[src/ppmf_pkg.sv]
// Shared types and constants of the projected point mask filter.
`default_nettype none
package ppmf_pkg;

  // Width of the projection numerator handed to the divider.
  localparam int unsigned RW = 55;
  // Width of the doubled denominator 2*z*256.
  localparam int unsigned DW = 40;

  // Register map, one word per register.
  typedef enum logic [2:0] {
    REG_FOCAL_X  = 3'd0,
    REG_FOCAL_Y  = 3'd1,
    REG_CENTER_X = 3'd2,
    REG_CENTER_Y = 3'd3,
    REG_MASK_COLS = 3'd4,
    REG_MASK_ROWS = 3'd5
  } cfg_reg_e;

  typedef enum logic [1:0] {
    VERDICT_KEPT    = 2'd0,
    VERDICT_INVALID = 2'd1,
    VERDICT_OUTSIDE = 2'd2,
    VERDICT_MASKED  = 2'd3
  } verdict_e;

  // Sideband of one request as it travels down the pipeline.
  typedef struct packed {
    logic        is_pt;
    logic        wbit;
    logic [19:0] idx;
    logic        fin;
    logic        inv;
    logic [31:0] x;
    logic [31:0] y;
    logic [31:0] z;
  } item_t;

endpackage
`default_nettype wire

[src/ppmf_div.sv]
// Pipelined restoring divider for both projection axes, one quotient bit per stage.
`default_nettype none
module ppmf_div #(
  parameter int unsigned QW = 13,
  parameter int unsigned TW = 1
) (
  input  wire                   clk_i,
  input  wire                   rst_ni,
  input  wire                   en_i,
  input  wire                   valid_i,
  input  wire  [TW-1:0]         tag_i,
  input  wire  [ppmf_pkg::RW-1:0] nx_i,
  input  wire  [ppmf_pkg::RW-1:0] ny_i,
  input  wire  [ppmf_pkg::DW-1:0] d_i,
  output logic                  valid_o,
  output logic [TW-1:0]         tag_o,
  output logic [QW-1:0]         qx_o,
  output logic [QW-1:0]         qy_o,
  output logic                  ovfx_o,
  output logic                  ovfy_o
);
  import ppmf_pkg::*;

  logic          v_q    [QW+1];
  logic [TW-1:0] tag_q  [QW+1];
  logic [RW-1:0] rx_q   [QW+1];
  logic [RW-1:0] ry_q   [QW+1];
  logic [QW-1:0] qx_q   [QW+1];
  logic [QW-1:0] qy_q   [QW+1];
  logic [DW-1:0] d_q    [QW+1];
  logic          ovfx_q [QW+1];
  logic          ovfy_q [QW+1];

  // Entry stage: a quotient that needs more than QW bits is flagged as overflow.
  always_ff @(posedge clk_i or negedge rst_ni) begin
    if (!rst_ni) begin
      v_q[0] <= 1'b0;
    end else if (en_i) begin
      v_q[0] <= valid_i;
    end
  end

  always_ff @(posedge clk_i) begin
    if (en_i) begin
      tag_q[0]  <= tag_i;
      rx_q[0]   <= nx_i;
      ry_q[0]   <= ny_i;
      qx_q[0]   <= '0;
      qy_q[0]   <= '0;
      d_q[0]    <= d_i;
      ovfx_q[0] <= nx_i >= (RW'(d_i) << QW);
      ovfy_q[0] <= ny_i >= (RW'(d_i) << QW);
    end
  end

  // One compare and subtract per stage, most significant quotient bit first.
  for (genvar k = 0; k < QW; k++) begin : g_step
    localparam int unsigned SH = QW - 1 - k;
    logic [RW-1:0] trial;
    logic          hitx;
    logic          hity;

    assign trial = RW'(d_q[k]) << SH;
    assign hitx  = rx_q[k] >= trial;
    assign hity  = ry_q[k] >= trial;

    always_ff @(posedge clk_i or negedge rst_ni) begin
      if (!rst_ni) begin
        v_q[k+1] <= 1'b0;
      end else if (en_i) begin
        v_q[k+1] <= v_q[k];
      end
    end

    always_ff @(posedge clk_i) begin
      if (en_i) begin
        tag_q[k+1]  <= tag_q[k];
        d_q[k+1]    <= d_q[k];
        ovfx_q[k+1] <= ovfx_q[k];
        ovfy_q[k+1] <= ovfy_q[k];
        rx_q[k+1]   <= hitx ? rx_q[k] - trial : rx_q[k];
        ry_q[k+1]   <= hity ? ry_q[k] - trial : ry_q[k];
        qx_q[k+1]   <= qx_q[k] | (QW'(hitx) << SH);
        qy_q[k+1]   <= qy_q[k] | (QW'(hity) << SH);
      end
    end
  end

  assign valid_o = v_q[QW];
  assign tag_o   = tag_q[QW];
  assign qx_o    = qx_q[QW];
  assign qy_o    = qy_q[QW];
  assign ovfx_o  = ovfx_q[QW];
  assign ovfy_o  = ovfy_q[QW];

endmodule
`default_nettype wire

[config.mk]
export PLATFORM = sky130hd
export DESIGN_NAME = ppmf_div
export DESIGN_NICKNAME = d
export VERILOG_FILES = /design/src/ppmf_pkg.sv /design/src/ppmf_div.sv
export SDC_FILE = /design/constraint.sdc
export NUM_CORES = 2
export LEC_CHECK = 0
export BUFFER_PORTS_ARGS = -buffer_cell sky130_fd_sc_hd__buf_2
export CAP_MARGIN = 20
export CORE_UTILIZATION = 40
export DETAILED_ROUTE_END_ITERATION = 7
export HOLD_SLACK_MARGIN = 0.06
export PLACE_DENSITY_LB_ADDON = 0.1
export SLEW_MARGIN = 20
export SYNTH_ARGS = -nofsm -noshare
export SYNTH_HDL_FRONTEND = slang
export SYNTH_SLANG_ARGS = --single-unit
export TNS_END_PERCENT = 30
[constraint.sdc]
create_clock -name clk_i -period 5.1 [get_ports clk_i]
set_input_delay 1.02 -clock clk_i [delete_from_list [all_inputs] [get_ports clk_i]]
set_output_delay 1.02 -clock clk_i [all_outputs]
set_load 0.03 [all_outputs]
# ---- Word level (Yosys, flattened, before mapping)
# Memories as Yosys holds them, arrays and structs flattened.
# Cells that the tools add are included.
dict set report totals {
  out_inout_bits 30
  ram_bits 2506
  input_bits 155
  ff_bits 14
  n_memories 8
}
dict set report op_classes {
  mux 28
  n_addsub 26
  bitwise_logic 26
  magnitude_cmp 28
}
# memory depth word_bits rd rd_ports_with_merged_regs wr line
set memory_table {}
lappend memory_table {rx_q 14 55 13 0 14 ppmf_div.sv:26} ;# logic [RW-1:0] rx_q [QW+1];
lappend memory_table {ry_q 14 55 13 0 14 ppmf_div.sv:27} ;# logic [RW-1:0] ry_q [QW+1];
lappend memory_table {d_q 14 40 13 0 14 ppmf_div.sv:30} ;# logic [DW-1:0] d_q [QW+1];
lappend memory_table {qx_q 14 13 14 0 14 ppmf_div.sv:28} ;# logic [QW-1:0] qx_q [QW+1];
lappend memory_table {qy_q 14 13 14 0 14 ppmf_div.sv:29} ;# logic [QW-1:0] qy_q [QW+1];
lappend memory_table {ovfx_q 14 1 14 0 14 ppmf_div.sv:31} ;# logic ovfx_q [QW+1];
lappend memory_table {{+2 memories} n/a n/a n/a n/a n/a n/a}
# operator n
set ops {}
lappend ops {{$mux 55} 26}
lappend ops {{$ge 55x40->1} 2}
lappend ops {{$ge 55x41->1} 2}
lappend ops {{$ge 55x42->1} 2}
lappend ops {{$ge 55x43->1} 2}
lappend ops {{$ge 55x44->1} 2}
lappend ops {{$ge 55x45->1} 2}
lappend ops {{$ge 55x46->1} 2}
lappend ops {{$ge 55x47->1} 2}
lappend ops {{$ge 55x48->1} 2}
lappend ops {{$ge 55x49->1} 2}
lappend ops {{$ge 55x50->1} 2}
lappend ops {{$ge 55x51->1} 2}
lappend ops {{$ge 55x52->1} 2}
lappend ops {{$ge 55x53->1} 2}
lappend ops {{$sub 55x40->55} 2}
lappend ops {{$sub 55x41->55} 2}
lappend ops {{$sub 55x42->55} 2}
lappend ops {{$sub 55x43->55} 2}
lappend ops {{$sub 55x44->55} 2}
lappend ops {{$sub 55x45->55} 2}
lappend ops {{$sub 55x46->55} 2}
lappend ops {{$sub 55x47->55} 2}
lappend ops {{$sub 55x48->55} 2}
lappend ops {{18 further kinds} 36}

# ---- Longest topological paths before layout
# An unclocked memory read counts as a cell.
dict set report depth {
  depth_word 3
  depth_mapped 18
  mapped_depth_nobuf 16
}

# ---- Worst setup path before layout
# OpenSTA, ideal clock, no wires.
dict set report synth_timing {
  path_type {reg2reg}
  start {memory ry_q[5][7], in the netlist ry_q[2][62]}
  end {memory ry_q[6][8], in the netlist ry_q[3][8], data pin}
  required_ns 4.840
  path_slack_ns 1.181
  setup_time_ns 0.260
  synth_period_minus_slack_ns 3.919
  n_path_buf 2
  stages_incl_launch_ff 17
  arrival_ns 3.660
  path_cell_list {edfxtp_1 inv_1 ha_1 inv_1 fa_1 a211oi_1 o21ai_0 a2111oi_1 o41a_2 o31ai_4 nor3_1 a21oi_2 a211o_1 nor3_2 buf_4 buf_2 mux2_2}
}
# item line
set synth_rtl {}
lappend synth_rtl {{start, declared} ppmf_div.sv:27}

==> summary.txt <==
Status
  • Status: complete, but fails checks
  • Failing checks: DRC

CTS
  • Setup bufs post-CTS: 0
  • CTS Buf Count: 270
  • CTS Buffer Depth: 4
  • Htree depth: 5
  • CTS Root Cell: clkbuf_16
  • Clk_lat worst skew: between 0.9 and 1 ns
  • Clock slew seen by the registers of the worst setup and hold paths: roughly 0.06 ns
  • CTS tree: yes
  • Clock sinks: around 2200

Drt
  • Residual DRC: 2
  • Routed Antenna Nets: 0
  • Iter 0 DRT Violations: between 5000 and 6000
  • Routed vias/inst: ~5.5
  • Vias: just over 100k
  • Post-Route WL: between 400000 and 500000 um
  • First drt pass iteration count: 8
  • Routed length per instance: 24.4 um

Layout
  • Commonest non-fill, non-tap cell in the layout: edfxtp_1
  • Fraction of layout cells with a size suffix above 1: under 10%
  • Most frequent cells in the layout: 2174 x edfxtp_1, 1232 x a21oi_1, 1185 x nand2_1, 1120 x ha_1, 1078 x o21ai_0
  • Nets: between 15000 and 20000
  • Fillers: around 32000
  • Area of the multi-input gates: roughly 66000 um2
  • Area growth from synthesis to layout: 13.6%
  • Reg area: about 66000 um2
  • Post-layout util: a little under half

Worst hold path
  • Hold-critical path depth: 1
  • Hold crit path type: input port to flop

Worst setup path
  • Startpoint Class: flop
  • CP max FO: 6
  • Reg2reg path depth: 17
  • Data arrival, critical path: around 5.6 ns
  • Crit path required time: around 5.7 ns
  • CP Class: flop to flop
  • Worst setup EP type: flop

Job
  • Number of max-cap violations: 0

Floorplan
  • Row Count: about 210
  • Initial Util: 40.2%
  • Core area: 340000 um2
  • Chip width: between 500 and 600 um
  • Die Span Y: ~590 um
  • Io pins: between 150 and 200
  • Die area: about 340000 um2

Global routing
  • Initial antenna violation count: 13
  • Largest net degree at the start of global routing: approximately 160
  • Number of global-route vias before repair: between 100k and 150k
  • Grt total ovfl: 0
  • First-pass GRT wire length: approximately 660000 um
  • Gr usage total: around a quarter

Logic synthesis
  • Mapped Area: 137000 um2
  • Syn nets: 14500
  • Post-Syn Instances: approximately 13000
  • Synthesized area per cell: 10.4 um2
  • #FFs+latches synth: roughly 2200
  • Largest area contributor in the netlist: edfxtp_1
  • Count of different cell masters after synthesis: 115
  • Synth Warn #: 0
  • EDFF count, synth: 2174
  • Register area share after synthesis: approximately 48%
  • Largest cells by area after synthesis: edfxtp_1 48%, ha_1 10%, a21oi_1 4.5%
  • Top cell type's share of synthesized area: a little under half
  • Main synth FF type: edfxtp_1
  • Ys async rst share: less than 1%

Placement
  • GP Congestion: 0.988
  • Post-DP HPWL: between 300000 and 400000 um
  • Pre-CTS setup slack: -0.319 ns
  • IO Port Bufs: ~180

Timing
  • Final Hold Vio Count: 0
  • Pins Over Slew Limit: 0
  • Final WS setup: roughly 0.12 ns
  • Hold Slack: 0.275 ns
  • Unrepaired setup endpoints after global routing: no
  • Tmin final: between 4 and 5 ns
  • Skew final: ~0.084 ns
  • Fmax: ~0.2 GHz
  • Period utilization: 97.7%
  • Worst rel slew slack: 25.2%
  • Worst Max-Slew Pin Slew: roughly 1.1 ns
  • Final setup viols: 0

Power and ir drop
  • Static Leak: approximately 62 nW
  • Peak supply drop: a little under 0.3 mV
  • Power density over cell area: 596 nW/um2
## per-layer routing
metal | vias up | GRT usage (%) | routed length, um | share of wire [%]
met4 | 0 | 18.4 | 37000 | 8.2
met2 | 2337 | 50.1 | 243000 | 54
met3 | 988 | 2.26 | 11900 | 2.6
met1 | 48800 | 24.9 | 160000 | 35
met5 | - | 0 | 0 | 0
li1 | 50100 | - | - | -
## cell type report
class                   instances  area share [%]
well taps                    4536            3.66
clock buffers                 318            4.56
inverters                     847            2.05
flip-flops and latches       2188            42.3
repair buffers                703            3.51
multi-input cells            9729            42.8
clock inverters               167            1.15
diodes                         21          0.0338
## cells by family after synthesis
group           share of synthesized area (%)
xor+xnor                                 6.62
buf+inv                                  3.57
fa+ha+maj                                10.6
simple gates                             12.4
compound gates                           17.7
mux                                      1.10
flops                                    48.0
## through the flow
stage | setup TNS [ns] | total power [mW] | instances | area [um2]
CTS | 0 | 93.0 | 18500 | 155000
global placement | -0.380 | 73.0 | 18000 | 146000
global route | 0 | 98.2 | 18500 | 155000
finish | 0 | 92.5 | 18500 | 155000
detailed placement | -0.551 | 73.4 | 18000 | 146000
floorplan | 0 | 58.0 | 13200 | 137000
## state kept, by name (all words and copies together), names as in the netlist
signal / flops
tag_q: 14
d_q: 520
ovfy_q: 14
ovfx_q: 14
rx_q: 715
qx_q: 91
valid_o: 1
qy_q: 91
ry_q: 715
v_q: 13
## critical path, stage by stage, from the launching register on
cell and delay [ns]:
edfxtp_1 0.43, inv_1 0.09, ha_1 0.71, o211a_1 0.27, o21ai_0 0.09, a21oi_1 0.37, a211oi_1 0.15, buf_4 0.19
a21oi_1 0.31, a31oi_1 0.20, buf_4 0.19, a21o_1 0.20, o211a_2 0.30, or3_1 0.40, nor4_2 0.40, buf_4 0.19
nand2_1 0.06, xnor2_1 0.15
## power breakdown
part           internal (mW)  switching, mW
Clock                   11.4           7.87
Sequential              27.0           3.64
Combinational           17.2           25.5
## cell usage after synthesis, types with 24 or more instances
library cell / n
and3_1: 106
or4_1: 39
or2_2: 36
nor3_1: 189
ha_1: 1120
fa_1: 24
xor2_1: 486
buf_2: 47
and4_1: 36
o21bai_1: 162
a21oi_1: 1235
and2_1: 56
o21a_1: 130
o31a_1: 27
nand2_1: 1187
a41oi_1: 24
clkbuf_1: 333
xnor2_1: 547
a21o_1: 578
a31oi_1: 88
mux2_2: 125
buf_1: 25
nand4b_1: 26
a2111oi_0: 29
nor2_1: 767
edfxtp_1: 2174
o211ai_1: 68
or3_1: 66
nor2b_1: 130
inv_1: 845
a211o_1: 26
nor4_1: 120
nand3_1: 237
a211oi_1: 94
nor4b_1: 27
o31ai_1: 78
o21ai_0: 1078
nand4_1: 232
nand2b_1: 149
nand3b_1: 24
## path summary, 6_finish.rpt
check	slack [ns]	end	from
hold reg to reg	0.40	qy_q[12][5]	qy_q[11][5]
setup / recovery	0.12	rx_q[1][108]	d_q[1][6]
hold / removal	0.27	rx_q[0][8]	nx_i[8]
max in group asynchronous	4.30	v_q[1]	rst_ni
min in group asynchronous	0.56	v_q[6]	rst_ni
setup reg to reg	0.12	rx_q[1][108]	d_q[1][6]
## what timing repair did
| item | in CTS | in global routing |
|---|---|---|
| gates resized for setup | 1 | 2 |
| hold endpoints to repair | 14 | 0 |
| endpoints found under the setup margin | 2 | 7 |
| hold buffers | 1 | 0 |
No activity file was read; power rests on OpenSTA's default activity.
